**src/hw/rtl/qoi_pixel_stream_decoder_core_macros.svh**
```systemverilog
// Assertion helpers shared by the decoder modules.
// Each macro expects signals named clk and rst in the scope where it is used.
`ifndef QOI_PIXEL_STREAM_DECODER_CORE_MACROS_SVH
`define QOI_PIXEL_STREAM_DECODER_CORE_MACROS_SVH

// The consequent must hold in the same cycle as the antecedent.
`define QOI_ASSERT_IMP(label, ante, cons, msg) \
  label: assert property (@(posedge clk) disable iff (rst) (ante) |-> (cons)) \
    else $error(msg);

// The consequent must hold in the cycle after the antecedent.
`define QOI_ASSERT_NXT(label, ante, cons, msg) \
  label: assert property (@(posedge clk) disable iff (rst) (ante) |=> (cons)) \
    else $error(msg);

`endif

```
**src/hw/rtl/qoi_pkg.sv**
```systemverilog
`default_nettype none

package qoi_pkg;

  localparam int TABLE_DEPTH = 64;
  localparam int TABLE_AW    = $clog2(TABLE_DEPTH);

  localparam int FIFO_DEPTH = 4;
  localparam int FIFO_AW    = $clog2(FIFO_DEPTH);
  localparam int FIFO_CW    = FIFO_AW + 1;

  localparam logic [7:0] TAG_RGB  = 8'hFE;
  localparam logic [7:0] TAG_RGBA = 8'hFF;

  localparam logic [1:0] OP_INDEX = 2'b00;
  localparam logic [1:0] OP_DIFF  = 2'b01;
  localparam logic [1:0] OP_LUMA  = 2'b10;
  localparam logic [1:0] OP_RUN   = 2'b11;

  localparam logic [2:0] PHASE_TAG  = 3'd0;
  localparam logic [2:0] PHASE_LUMA = 3'd1;
  localparam logic [2:0] PHASE_RGB  = 3'd3;
  localparam logic [2:0] PHASE_RGBA = 3'd4;

  localparam logic [7:0] DIFF_BIAS   = 8'd2;
  localparam logic [7:0] LUMA_BIAS_G = 8'd32;
  localparam logic [7:0] LUMA_BIAS_RB = 8'd8;

  localparam logic        REG_IMAGE_PIXELS   = 1'b0;
  localparam logic [31:0] IMAGE_PIXELS_RESET = 32'd1;

  typedef enum logic [2:0] {
    CMD_INDEX,
    CMD_DIFF,
    CMD_LUMA,
    CMD_RGB,
    CMD_RGBA,
    CMD_RUN
  } cmd_kind_t;

  typedef struct packed {
    cmd_kind_t   kind;
    logic [31:0] data;
  } cmd_t;

  typedef struct packed {
    logic [7:0] red;
    logic [7:0] green;
    logic [7:0] blue;
    logic [7:0] alpha;
  } pixel_t;

  localparam pixel_t PIXEL_RESET = '{red: 8'h00, green: 8'h00, blue: 8'h00, alpha: 8'hFF};

  typedef enum logic [1:0] {
    B_IDLE,
    B_INDEX,
    B_RUN
  } back_state_t;

  function automatic logic [TABLE_AW-1:0] pixel_hash(input pixel_t p);
    logic [5:0] r;
    logic [5:0] g;
    logic [5:0] b;
    logic [5:0] a;
    logic [5:0] h;
    r = p.red[5:0];
    g = p.green[5:0];
    b = p.blue[5:0];
    a = p.alpha[5:0];
    h = (r + {r[4:0], 1'b0}) + (g + {g[3:0], 2'b00}) + ({b[2:0], 3'b000} - b)
        + ({a[2:0], 3'b000} + {a[4:0], 1'b0} + a);
    return h;
  endfunction

endpackage

`default_nettype wire

```
**src/hw/rtl/qoi_front.sv**
```systemverilog
`default_nettype none

module qoi_front import qoi_pkg::*; (
  input  logic       clk,
  input  logic       rst,
  input  logic       restart,
  input  logic       byte_valid,
  output logic       byte_ready,
  input  logic [7:0] stream_byte,
  output logic       cmd_push,
  output cmd_t       cmd,
  input  logic       cmd_full
);

  logic [2:0]  phase;
  logic [2:0]  phase_next;
  logic [7:0]  pending;
  logic [7:0]  pending_next;
  logic [23:0] gathered;
  logic [23:0] gathered_next;
  logic        take;

  assign byte_ready = !cmd_full;
  assign take       = byte_valid && byte_ready;

  always_comb begin
    phase_next    = phase;
    pending_next  = pending;
    gathered_next = gathered;
    cmd_push      = 1'b0;
    cmd.kind      = CMD_DIFF;
    cmd.data      = '0;
    if (take) begin
      if (phase != PHASE_TAG) begin
        phase_next    = phase - 3'd1;
        gathered_next = {gathered[15:0], stream_byte};
        if (phase == 3'd1) begin
          cmd_push      = 1'b1;
          gathered_next = '0;
          pending_next  = '0;
          if (pending == TAG_RGB) begin
            cmd.kind = CMD_RGB;
            cmd.data = {gathered, stream_byte};
          end else if (pending == TAG_RGBA) begin
            cmd.kind = CMD_RGBA;
            cmd.data = {gathered, stream_byte};
          end else begin
            cmd.kind = CMD_LUMA;
            cmd.data = {16'h0000, pending, stream_byte};
          end
        end
      end else if (stream_byte == TAG_RGB || stream_byte == TAG_RGBA) begin
        pending_next  = stream_byte;
        gathered_next = '0;
        phase_next    = (stream_byte == TAG_RGB) ? PHASE_RGB : PHASE_RGBA;
      end else begin
        case (stream_byte[7:6])
          OP_INDEX: begin
            cmd_push = 1'b1;
            cmd.kind = CMD_INDEX;
            cmd.data = {26'h0, stream_byte[5:0]};
          end
          OP_DIFF: begin
            cmd_push = 1'b1;
            cmd.kind = CMD_DIFF;
            cmd.data = {24'h0, stream_byte};
          end
          OP_LUMA: begin
            pending_next  = stream_byte;
            gathered_next = '0;
            phase_next    = PHASE_LUMA;
          end
          OP_RUN: begin
            cmd_push = 1'b1;
            cmd.kind = CMD_RUN;
            cmd.data = {26'h0, stream_byte[5:0]};
          end
          default: begin
            cmd_push = 1'b0;
          end
        endcase
      end
    end
  end

  always_ff @(posedge clk) begin
    if (rst || restart) begin
      phase    <= PHASE_TAG;
      pending  <= '0;
      gathered <= '0;
    end else begin
      phase    <= phase_next;
      pending  <= pending_next;
      gathered <= gathered_next;
    end
  end

endmodule

`default_nettype wire

```
**src/hw/rtl/qoi_cmd_fifo.sv**
```systemverilog
`default_nettype none
`include "qoi_pixel_stream_decoder_core_macros.svh"

module qoi_cmd_fifo import qoi_pkg::*; (
  input  logic clk,
  input  logic rst,
  input  logic push,
  input  cmd_t push_cmd,
  output logic full,
  input  logic pop,
  output cmd_t pop_cmd,
  output logic empty
);

  cmd_t               entries [FIFO_DEPTH];
  logic [FIFO_AW-1:0] wr_ptr;
  logic [FIFO_AW-1:0] rd_ptr;
  logic [FIFO_CW-1:0] count;

  assign full    = (count == FIFO_CW'(FIFO_DEPTH));
  assign empty   = (count == '0);
  assign pop_cmd = entries[rd_ptr];

  always_ff @(posedge clk) begin
    if (push) begin
      entries[wr_ptr] <= push_cmd;
    end
  end

  always_ff @(posedge clk) begin
    if (rst) begin
      wr_ptr <= '0;
      rd_ptr <= '0;
      count  <= '0;
    end else begin
      if (push) begin
        wr_ptr <= wr_ptr + FIFO_AW'(1);
      end
      if (pop) begin
        rd_ptr <= rd_ptr + FIFO_AW'(1);
      end
      if (push && !pop) begin
        count <= count + FIFO_CW'(1);
      end else if (pop && !push) begin
        count <= count - FIFO_CW'(1);
      end
    end
  end

  `QOI_ASSERT_IMP(a_fifo_no_overflow, push && !pop, !full, "command queue written while full")
  `QOI_ASSERT_IMP(a_fifo_no_underflow, pop, !empty, "command queue read while empty")

endmodule

`default_nettype wire

```
**src/hw/rtl/qoi_back.sv**
```systemverilog
`default_nettype none
`include "qoi_pixel_stream_decoder_core_macros.svh"

module qoi_back import qoi_pkg::*; (
  input  logic        clk,
  input  logic        rst,
  input  logic        restart,
  input  logic [31:0] restart_pixels,
  input  logic [31:0] image_pixels,
  input  logic        cmd_valid,
  input  cmd_t        cmd,
  output logic        cmd_pop,
  output logic        pixel_valid,
  input  logic        pixel_ready,
  output logic [7:0]  red,
  output logic [7:0]  green,
  output logic [7:0]  blue,
  output logic [7:0]  alpha,
  output logic        last_of_burst,
  output logic        image_end
);

  back_state_t         state;
  back_state_t         state_next;
  pixel_t              prev;
  logic [31:0]         remaining;
  logic [TABLE_DEPTH-1:0] tbl_valid;
  pixel_t              mem [TABLE_DEPTH];
  pixel_t              rd_data;
  logic                rd_valid;
  logic [5:0]          run_left;

  logic                out_free;
  logic                emit;
  logic                emit_last;
  logic                fin;
  logic                rd_issue;
  pixel_t              pix;
  pixel_t              diff_pix;
  pixel_t              luma_pix;
  logic [TABLE_AW-1:0] wr_idx;
  logic [TABLE_AW-1:0] rd_idx;
  logic [7:0]          dg;

  assign out_free = !pixel_valid || pixel_ready;
  assign fin      = (remaining == 32'd1);
  assign wr_idx   = pixel_hash(pix);
  assign rd_idx   = cmd.data[TABLE_AW-1:0];

  always_comb begin
    diff_pix.red   = prev.red + {6'b0, cmd.data[5:4]} - DIFF_BIAS;
    diff_pix.green = prev.green + {6'b0, cmd.data[3:2]} - DIFF_BIAS;
    diff_pix.blue  = prev.blue + {6'b0, cmd.data[1:0]} - DIFF_BIAS;
    diff_pix.alpha = prev.alpha;
    dg             = {2'b00, cmd.data[13:8]} - LUMA_BIAS_G;
    luma_pix.red   = prev.red + dg + {4'h0, cmd.data[7:4]} - LUMA_BIAS_RB;
    luma_pix.green = prev.green + dg;
    luma_pix.blue  = prev.blue + dg + {4'h0, cmd.data[3:0]} - LUMA_BIAS_RB;
    luma_pix.alpha = prev.alpha;
  end

  always_comb begin
    state_next = state;
    case (state)
      B_IDLE: begin
        if (cmd_pop && cmd.kind == CMD_INDEX) begin
          state_next = B_INDEX;
        end else if (cmd_pop && cmd.kind == CMD_RUN) begin
          state_next = B_RUN;
        end
      end
      B_INDEX: begin
        if (emit) begin
          state_next = B_IDLE;
        end
      end
      B_RUN: begin
        if (emit && (emit_last || fin)) begin
          state_next = B_IDLE;
        end
      end
      default: begin
        state_next = B_IDLE;
      end
    endcase
  end

  always_comb begin
    cmd_pop   = 1'b0;
    emit      = 1'b0;
    emit_last = 1'b1;
    rd_issue  = 1'b0;
    pix       = prev;
    case (state)
      B_IDLE: begin
        if (cmd_valid && out_free) begin
          cmd_pop = 1'b1;
          case (cmd.kind)
            CMD_INDEX: begin
              rd_issue = 1'b1;
            end
            CMD_DIFF: begin
              emit = 1'b1;
              pix  = diff_pix;
            end
            CMD_LUMA: begin
              emit = 1'b1;
              pix  = luma_pix;
            end
            CMD_RGB: begin
              emit = 1'b1;
              pix  = '{red: cmd.data[23:16], green: cmd.data[15:8],
                       blue: cmd.data[7:0], alpha: prev.alpha};
            end
            CMD_RGBA: begin
              emit = 1'b1;
              pix  = cmd.data;
            end
            default: begin
              emit = 1'b0;
            end
          endcase
        end
      end
      B_INDEX: begin
        if (out_free) begin
          emit = 1'b1;
          pix  = rd_valid ? rd_data : '0;
        end
      end
      B_RUN: begin
        if (out_free) begin
          emit      = 1'b1;
          emit_last = (run_left == 6'd0);
        end
      end
      default: begin
        emit = 1'b0;
      end
    endcase
  end

  always_ff @(posedge clk) begin
    if (emit) begin
      mem[wr_idx] <= pix;
    end
    if (rd_issue) begin
      rd_data <= mem[rd_idx];
    end
  end

  always_ff @(posedge clk) begin
    if (rd_issue) begin
      rd_valid <= tbl_valid[rd_idx];
    end
    if (cmd_pop && cmd.kind == CMD_RUN) begin
      run_left <= cmd.data[5:0];
    end else if (emit && state == B_RUN) begin
      run_left <= run_left - 6'd1;
    end
    if (emit) begin
      {red, green, blue, alpha} <= pix;
      last_of_burst <= emit_last || fin;
      image_end     <= fin;
    end
  end

  always_ff @(posedge clk) begin
    if (rst) begin
      state       <= B_IDLE;
      prev        <= PIXEL_RESET;
      remaining   <= IMAGE_PIXELS_RESET;
      tbl_valid   <= '0;
      pixel_valid <= 1'b0;
    end else if (restart) begin
      state       <= B_IDLE;
      prev        <= PIXEL_RESET;
      remaining   <= restart_pixels;
      tbl_valid   <= '0;
      pixel_valid <= 1'b0;
    end else begin
      state <= state_next;
      if (emit) begin
        pixel_valid <= 1'b1;
      end else if (pixel_ready) begin
        pixel_valid <= 1'b0;
      end
      if (emit) begin
        if (fin) begin
          prev      <= PIXEL_RESET;
          remaining <= image_pixels;
          tbl_valid <= '0;
        end else begin
          prev              <= pix;
          remaining         <= remaining - 32'd1;
          tbl_valid[wr_idx] <= 1'b1;
        end
      end
    end
  end

  `QOI_ASSERT_IMP(a_back_end_is_last, pixel_valid && image_end, last_of_burst,
                  "image end without end of burst")
  `QOI_ASSERT_IMP(a_back_pop_idle, cmd_pop, state == B_IDLE && cmd_valid,
                  "command taken while a command is in progress")
  `QOI_ASSERT_NXT(a_back_reload, emit && fin && !restart,
                  remaining == $past(image_pixels), "pixel count not reloaded at image end")

endmodule

`default_nettype wire

```
**src/hw/rtl/qoi_pixel_stream_decoder_core.sv**
```systemverilog
// A one-byte DIFF chunk or the last byte of a LUMA, RGB or RGBA chunk is written into the
// command queue, popped by the pixel unit and registered at the pixel outputs; an INDEX
// chunk also passes the table-read state and a RUN the run state. Bytes enter at one per
// cycle while the four-entry command queue has room; the pixel unit pops a command only while
// its output is free, and emits a RUN one pixel at a time. Reset is synchronous; the color
// table reads as zero through per-entry valid bits, so no clearing pass is needed.
`default_nettype none

module qoi_pixel_stream_decoder_core import qoi_pkg::*; (
  input  logic        clk,
  input  logic        rst,
  input  logic        psel,
  input  logic        penable,
  input  logic        pwrite,
  input  logic [2:0]  paddr,
  input  logic [31:0] pwdata,
  output logic [31:0] prdata,
  output logic        pready,
  input  logic        byte_valid,
  output logic        byte_ready,
  input  logic [7:0]  stream_byte,
  output logic        pixel_valid,
  input  logic        pixel_ready,
  output logic [7:0]  red,
  output logic [7:0]  green,
  output logic [7:0]  blue,
  output logic [7:0]  alpha,
  output logic        last_of_burst,
  output logic        image_end
);

  logic [31:0] image_pixels;
  logic        restart;
  logic        cmd_push;
  cmd_t        push_cmd;
  logic        cmd_full;
  logic        cmd_pop;
  cmd_t        pop_cmd;
  logic        cmd_empty;

  assign pready  = 1'b1;
  assign restart = psel && penable && pwrite && pready && (paddr[2] == REG_IMAGE_PIXELS);
  assign prdata  = (paddr[2] == REG_IMAGE_PIXELS) ? image_pixels : '0;

  always_ff @(posedge clk) begin
    if (rst) begin
      image_pixels <= IMAGE_PIXELS_RESET;
    end else if (restart) begin
      image_pixels <= pwdata;
    end
  end

  qoi_front u_front (
    .clk         (clk),
    .rst         (rst),
    .restart     (restart),
    .byte_valid  (byte_valid),
    .byte_ready  (byte_ready),
    .stream_byte (stream_byte),
    .cmd_push    (cmd_push),
    .cmd         (push_cmd),
    .cmd_full    (cmd_full)
  );

  qoi_cmd_fifo u_fifo (
    .clk      (clk),
    .rst      (rst),
    .push     (cmd_push),
    .push_cmd (push_cmd),
    .full     (cmd_full),
    .pop      (cmd_pop),
    .pop_cmd  (pop_cmd),
    .empty    (cmd_empty)
  );

  qoi_back u_back (
    .clk            (clk),
    .rst            (rst),
    .restart        (restart),
    .restart_pixels (pwdata),
    .image_pixels   (image_pixels),
    .cmd_valid      (!cmd_empty),
    .cmd            (pop_cmd),
    .cmd_pop        (cmd_pop),
    .pixel_valid    (pixel_valid),
    .pixel_ready    (pixel_ready),
    .red            (red),
    .green          (green),
    .blue           (blue),
    .alpha          (alpha),
    .last_of_burst  (last_of_burst),
    .image_end      (image_end)
  );

endmodule

`default_nettype wire
```
**config.mk**
```make
export PLATFORM = sky130hd
export DESIGN_NAME = qoi_pixel_stream_decoder_core
export DESIGN_NICKNAME = d
export VERILOG_FILES = /design/src/hw/rtl/qoi_pkg.sv /design/src/hw/rtl/qoi_front.sv /design/src/hw/rtl/qoi_cmd_fifo.sv /design/src/hw/rtl/qoi_back.sv /design/src/hw/rtl/qoi_pixel_stream_decoder_core.sv
export VERILOG_INCLUDE_DIRS = /design/src /design/src/hw/rtl
export SDC_FILE = /design/constraint.sdc
export NUM_CORES = 2
export LEC_CHECK = 0
export BUFFER_PORTS_ARGS = -buffer_cell sky130_fd_sc_hd__buf_2
export CORE_UTILIZATION = 40
export CTS_BUF_LIST = sky130_fd_sc_hd__clkbuf_8
export CTS_CLUSTER_SIZE = 12
export DETAILED_ROUTE_END_ITERATION = 12
export SETUP_SLACK_MARGIN = 0.4
export SLEW_MARGIN = 10
export SYNTH_ARGS = -nofsm -noshare
export SYNTH_HDL_FRONTEND = slang
export SYNTH_SLANG_ARGS = --single-unit
```
**constraint.sdc**
```tcl
create_clock -name clk -period 16.7 [get_ports clk]
set_clock_uncertainty 0.05 [all_clocks]
set_input_delay 0 -clock clk [delete_from_list [all_inputs] [get_ports clk]]
set_output_delay 0 -clock clk [all_outputs]
set_load 0.1 [all_outputs]
```
# Yosys cells after proc, flatten, opt, wreduce, memory -nomap -nowiden
# Memories as Yosys holds them, arrays and structs flattened. A register that Yosys moved wholly into a read port is not among the register bits.
# Index checks and enable logic that the tools add are counted.
word_totals:
  register_bits: 246
  ramBits: 2188
  in_bits: 50
  output_inout_bits: 69
  memories: 2
mem_list:
  columns: ["memory", "depth", "width", "rd", "rd_clocked_by_memory_dff", "wr", "line", "rtl"]
  rows:
  - ["u_back.mem", 64, 32, 1, 1, 1, "qoi_back.sv:28", "pixel_t mem [TABLE_DEPTH];"]
  - ["u_fifo.entries", 4, 35, 1, 1, 1, "qoi_cmd_fifo.sv:15", "cmd_t entries [FIFO_DEPTH];"]
op_classes:
  addsub: 29
  magnitude_cmp: 3
  eq_ne: 21
  muxes: 67
  bitwise_logic: 2
  n_reduce_logical: 39
ops:
  columns: ["op", "count"]
  rows:
  - ["32-bit 2-to-1 mux", 8]
  - ["35-bit 2-to-1 mux", 6]
  - ["32-bit one-hot mux with 4 select lines", 1]
  - ["35-bit one-hot mux with 3 select lines", 1]
  - ["24-bit 2-to-1 mux", 4]
  - ["64-bit 2-to-1 mux", 1]
  - ["64-bit OR", 1]
  - ["32-bit one-hot mux with 2 select lines", 1]
  - ["6-bit adder", 7]
  - ["32-bit by 1-bit equality test with 1-bit output, second input constant", 1]
  - ["8-bit equality test, second input constant", 4]
  - ["8-bit 2-to-1 mux", 4]
  - ["32-bit by 1-bit subtractor with 32-bit output, second input constant", 1]
  - ["8-bit by 2-bit adder with 8-bit output", 3]
  - ["8-bit adder", 3]
  - ["8-bit by 2-bit subtractor with 8-bit output, second input constant", 3]
  - ["1-bit 2-to-1 mux", 23]
  - ["3-bit 2-to-1 mux", 6]
  - ["8-bit by 4-bit adder with 8-bit output", 2]
  - ["8-bit by 4-bit subtractor with 8-bit output, second input constant", 2]
  - ["6-bit by 7-bit less-than comparator with 1-bit output, second input constant", 2]
  - ["1-bit logical AND", 12]
  - ["2-bit 2-to-1 mux", 6]
  - ["6-bit 2-to-1 mux", 2]
  - ["other kinds (32)", 57]

# Depth between registers and ports, before layout
depth:
  word_depth: 17
  ltp_mapped: 38
  mapped_depth_nobuf: 31

# Modules after synthesis
# A second synthesis with hierarchy kept.
hier_totals:
  cells_unflattened: 4997
  hier_area_um2: 99345.3
modules_own_cells:
  columns: ["mod", "instances", "cells_per_inst", "area_each_um2"]
  rows:
  - ["qoi_back", 1, 4368, 90219.0]
  - ["qoi_cmd_fifo", 1, 227, 5531.6]
  - ["qoi_front", 1, 224, 1899.3]
  - ["qoi_pixel_stream_decoder_core", 1, 178, 1695.4]

# Worst setup path after synthesis
# OpenSTA, ideal clock, no wires.
synth_path:
  path_kind: "reg-to-reg"
  from: "register (tool-made name)"
  to: "memory u_back.mem[32][0] (netlist bit), enable pin"
  setup_ns: 0.461
  t_arrival_ns: 11.977
  path_slack_ns: 4.212
  stages_incl_launch_ff: 35
  path_cell_list: "dfxtp_1 -> buf_2 -> buf_2 -> buf_1 -> mux4_2 -> inv_2 -> buf_1 -> buf_1 -> ha_1 -> inv_1 -> fa_1 -> fa_1 -> a22oi_1 -> a21oi_1 -> a221o_1 -> inv_1 -> fa_1 -> inv_1 -> fa_1 -> fa_1 -> fa_1 -> inv_1 -> ha_1 -> inv_1 -> fa_1 -> xnor2_1 -> xnor2_1 -> xnor2_1 -> xor2_1 -> xnor2_1 -> xnor2_1 -> xnor3_1 -> xor2_1 -> buf_2 -> nor3_1"
synth_lines:
  columns: ["item", "line"]
  rows:
  - ["end, declared", "qoi_back.sv:28"]

==> results_dict.tcl <==
set metrics [dict create \
    min_path_type "primary input to register" \
    ys.flop_type "edfxtp_1" \
    cts.sinks 2468 \
    hold_depth 6 \
    synth_nets 5341 \
    design_area_um2 113200 \
    cts_buffer_depth 4 \
    synth_area_leader_cell "edfxtp_1" \
    dpl.hpwl_mm 139.8 \
    drt_wl_total_mm 254.4 \
    firstDrtPassIters 8 \
    drc 0 \
    slew_headroom_pct 17.67 \
    place_area_um2 105100 \
    fp.dieArea_um2 251200 \
    final_cell_mix "edfxtp_1, mux4_2, clkbuf_8, nand2_1, inv_1" \
    tightestPinTransition_ns 1.235 \
    hold_violations 0 \
    antenna_found_initial 12 \
    async_reset_ff_share_pct 0 \
    ys_ff_latch 2468 \
    synth_top_area_share_pct 68.12 \
    track_usage_pct 20.21 \
    max_cap_viol_count 0 \
    syn_to_final_growth_pct 13.57 \
    dr_total_vias 52230 \
    fmax_ghz 0.08296 \
    cts_buffers 402 \
    core-area_um2 246800 \
    synth-warning-count 0 \
    worstSetupEndpoint "u_back.mem[60][20]" \
    critPathRequiredTime_ns 17.33 \
    initial_utilization_pct 40.38 \
    via_per_inst 5.630 \
    avgSynthCellArea_um2 19.27 \
    synth.area.top_cells "edfxtp_1, mux4_2, dfxtp_1" \
    root_buffer "clkbuf_8" \
    whs_ns 0.1504 \
    final_common_cell "edfxtp_1" \
    outcome "finished, final reports clean" \
    path_class "register to register" \
    cts_resized 0 \
    die_width_um 501.2 \
    cts_tree "yes" \
    grt-ovfl-total 0 \
    grt_pass1_vias 53510 \
    ff2ff_path_depth 31 \
    dp.cells 8472 \
    cts_max_level 5 \
    synth_cell_type_count 69 \
    fin_crit_sh_pct 72.18 \
    drive_gt1_share_pct 26.89 \
    tns_ns 0 \
    worstPathMaxFanout 69 \
    num_rows 182 \
    port_buffers 115 \
    drt_iter0_markers 5490 \
    slowest_delay_ns 1.12 \
    globalplace.congestion 0.8481 \
    reg2reg_slack_ns 4.65 \
    worstSkewPairLatency_ns 1.08 \
    endpoint_kind "register" \
    cpMostUsedCell "fa_1" \
    final_antenna_net_count 0 \
    post_cts_buffers 0 \
    synth_edf_count 2261 \
    path_clk_slew_ns 0.06 \
    r2r_end "u_back.mem[60][20]" \
    rsz0062_at_grt "no" \
    report.final.slew_viol_count 0 \
    min_period_ns 12.05 \
    synth_area_um2 99670 \
    synth_cells 5172 \
    cp_data_arrival_time_ns 12.68 \
    wire_per_inst_um 27.42 \
    grt_max_degree 129 \
    cp_slowest_cell "mux4_4" \
    crit_path_start_kind "register" \
    fin_nets 5836 \
    grt_pass1_wl_mm 368.1 \
    die_y_um 501.2 \
    final-setup-viol-count 0 \
    yosysSeqAreaShare_pct 72.28 \
    fin_cells 9277 \
    ioPinCount 119 \
]
registers in the layout, indices dropped and copies added (netlist names), 3 cells and up, named ones only:
name	flops
u_fifo.entries	140
u_back.red	8
image_pixels	32
u_back.green	8
u_back.alpha	8
u_back.remaining	32
u_front.gathered	24
u_back.mem	2048
u_back.blue	8
u_front.phase	3
u_back.run_left	6
u_back.diff_pix	8
u_back.tbl_valid	64
u_back.prev	24
u_fifo.count	3
u_back.rd_data	32
u_front.pending	8
cell usage after synthesis, types with 20 or more instances:
master	instances
and3_1	20
buf_2	26
inv_1	124
ha_1	82
fa_1	37
a21oi_1	182
dfxtp_1	207
nor2_1	105
nor2b_1	41
nor3_1	150
mux2i_1	105
xor2_1	20
nand2_1	349
mux2_2	38
edfxtp_1	2261
clkbuf_1	194
a22oi_1	61
mux4_2	693
nand3_1	61
buf_1	77
o21ai_0	92
xnor2_1	42
worst min path at each step:
stage / from / end
finish: stream_byte[5] / u_front.phase[1]
global route: stream_byte[3] / u_front.phase[1]
CTS: stream_byte[4] / u_front.phase[1]
detailed placement: pwdata[0] / image_pixels[0]
global placement: pwdata[0] / image_pixels[0]
floorplan: pwdata[0] / image_pixels[0]
cells by family (layout without fill, tap and decap cells):
family | Yosys count | count (layout) | synth area share (%)
DFF | 2468 | 2468 | 72.28
muxes | 836 | 836 | 17.14
and+or+nand+nor | 790 | 790 | 3.600
AOI/OAI and AO/OA | 466 | 466 | 2.911
buffers and inverters | 425 | 1210 | 1.637
adders and majority gates | 119 | 119 | 1.773
xor gates and xnor gates | 67 | 67 | 0.6528
other | 1 | 9 | 0.003762
critical path, delay by kind of cell (launching register included):
| kind | cells | cell delay [ns] |
|---|---|---|
| simple gates | 1 | 0.96 |
| flops | 1 | 0.31 |
| buf+inv | 9 | 3.08 |
| xor+xnor | 8 | 1.93 |
| fa+ha+maj | 9 | 3.55 |
| compound gates | 3 | 0.58 |
| mux | 1 | 1.12 |
repair_timing:
| action | in CTS | in global routing |
|---|---|---|
| hold endpoints to repair | 268 | 0 |
| hold buffers | 103 | 0 |
| endpoints found under the setup margin | 0 | 0 |
stage by stage:
step                setup slack (ns)  utilization, %
global placement               4.484           42.57
floorplan                      4.212               -
finish                         4.646           45.85
CTS                            4.458           45.85
global route                   3.857           45.85
detailed placement             4.443           42.57
layout make-up:
type	count	area [µm²]
diodes	8	20.02
clock buffers	416	5725
clock inverters	278	1326
fillers	20990	133700
inverters	127	484.2
multi-input cells	2279	26500
flip-flops and latches	2468	72040
well taps	3312	4144
repair buffers	389	2953
layer usage:
metal | vias up | GRT usage, % | part of all wire (%)
met5 | - | 0 | 0.0051
li1 | 22010 | - | -
met2 | 2098 | 32.88 | 48
met1 | 27730 | 27.45 | 42
met4 | 2 | 6.390 | 2.7
met3 | 386 | 3.855 | 7.4
Power is not shown: default switching activity piles up to over one toggle a cycle in this logic, so the estimate is an artifact.
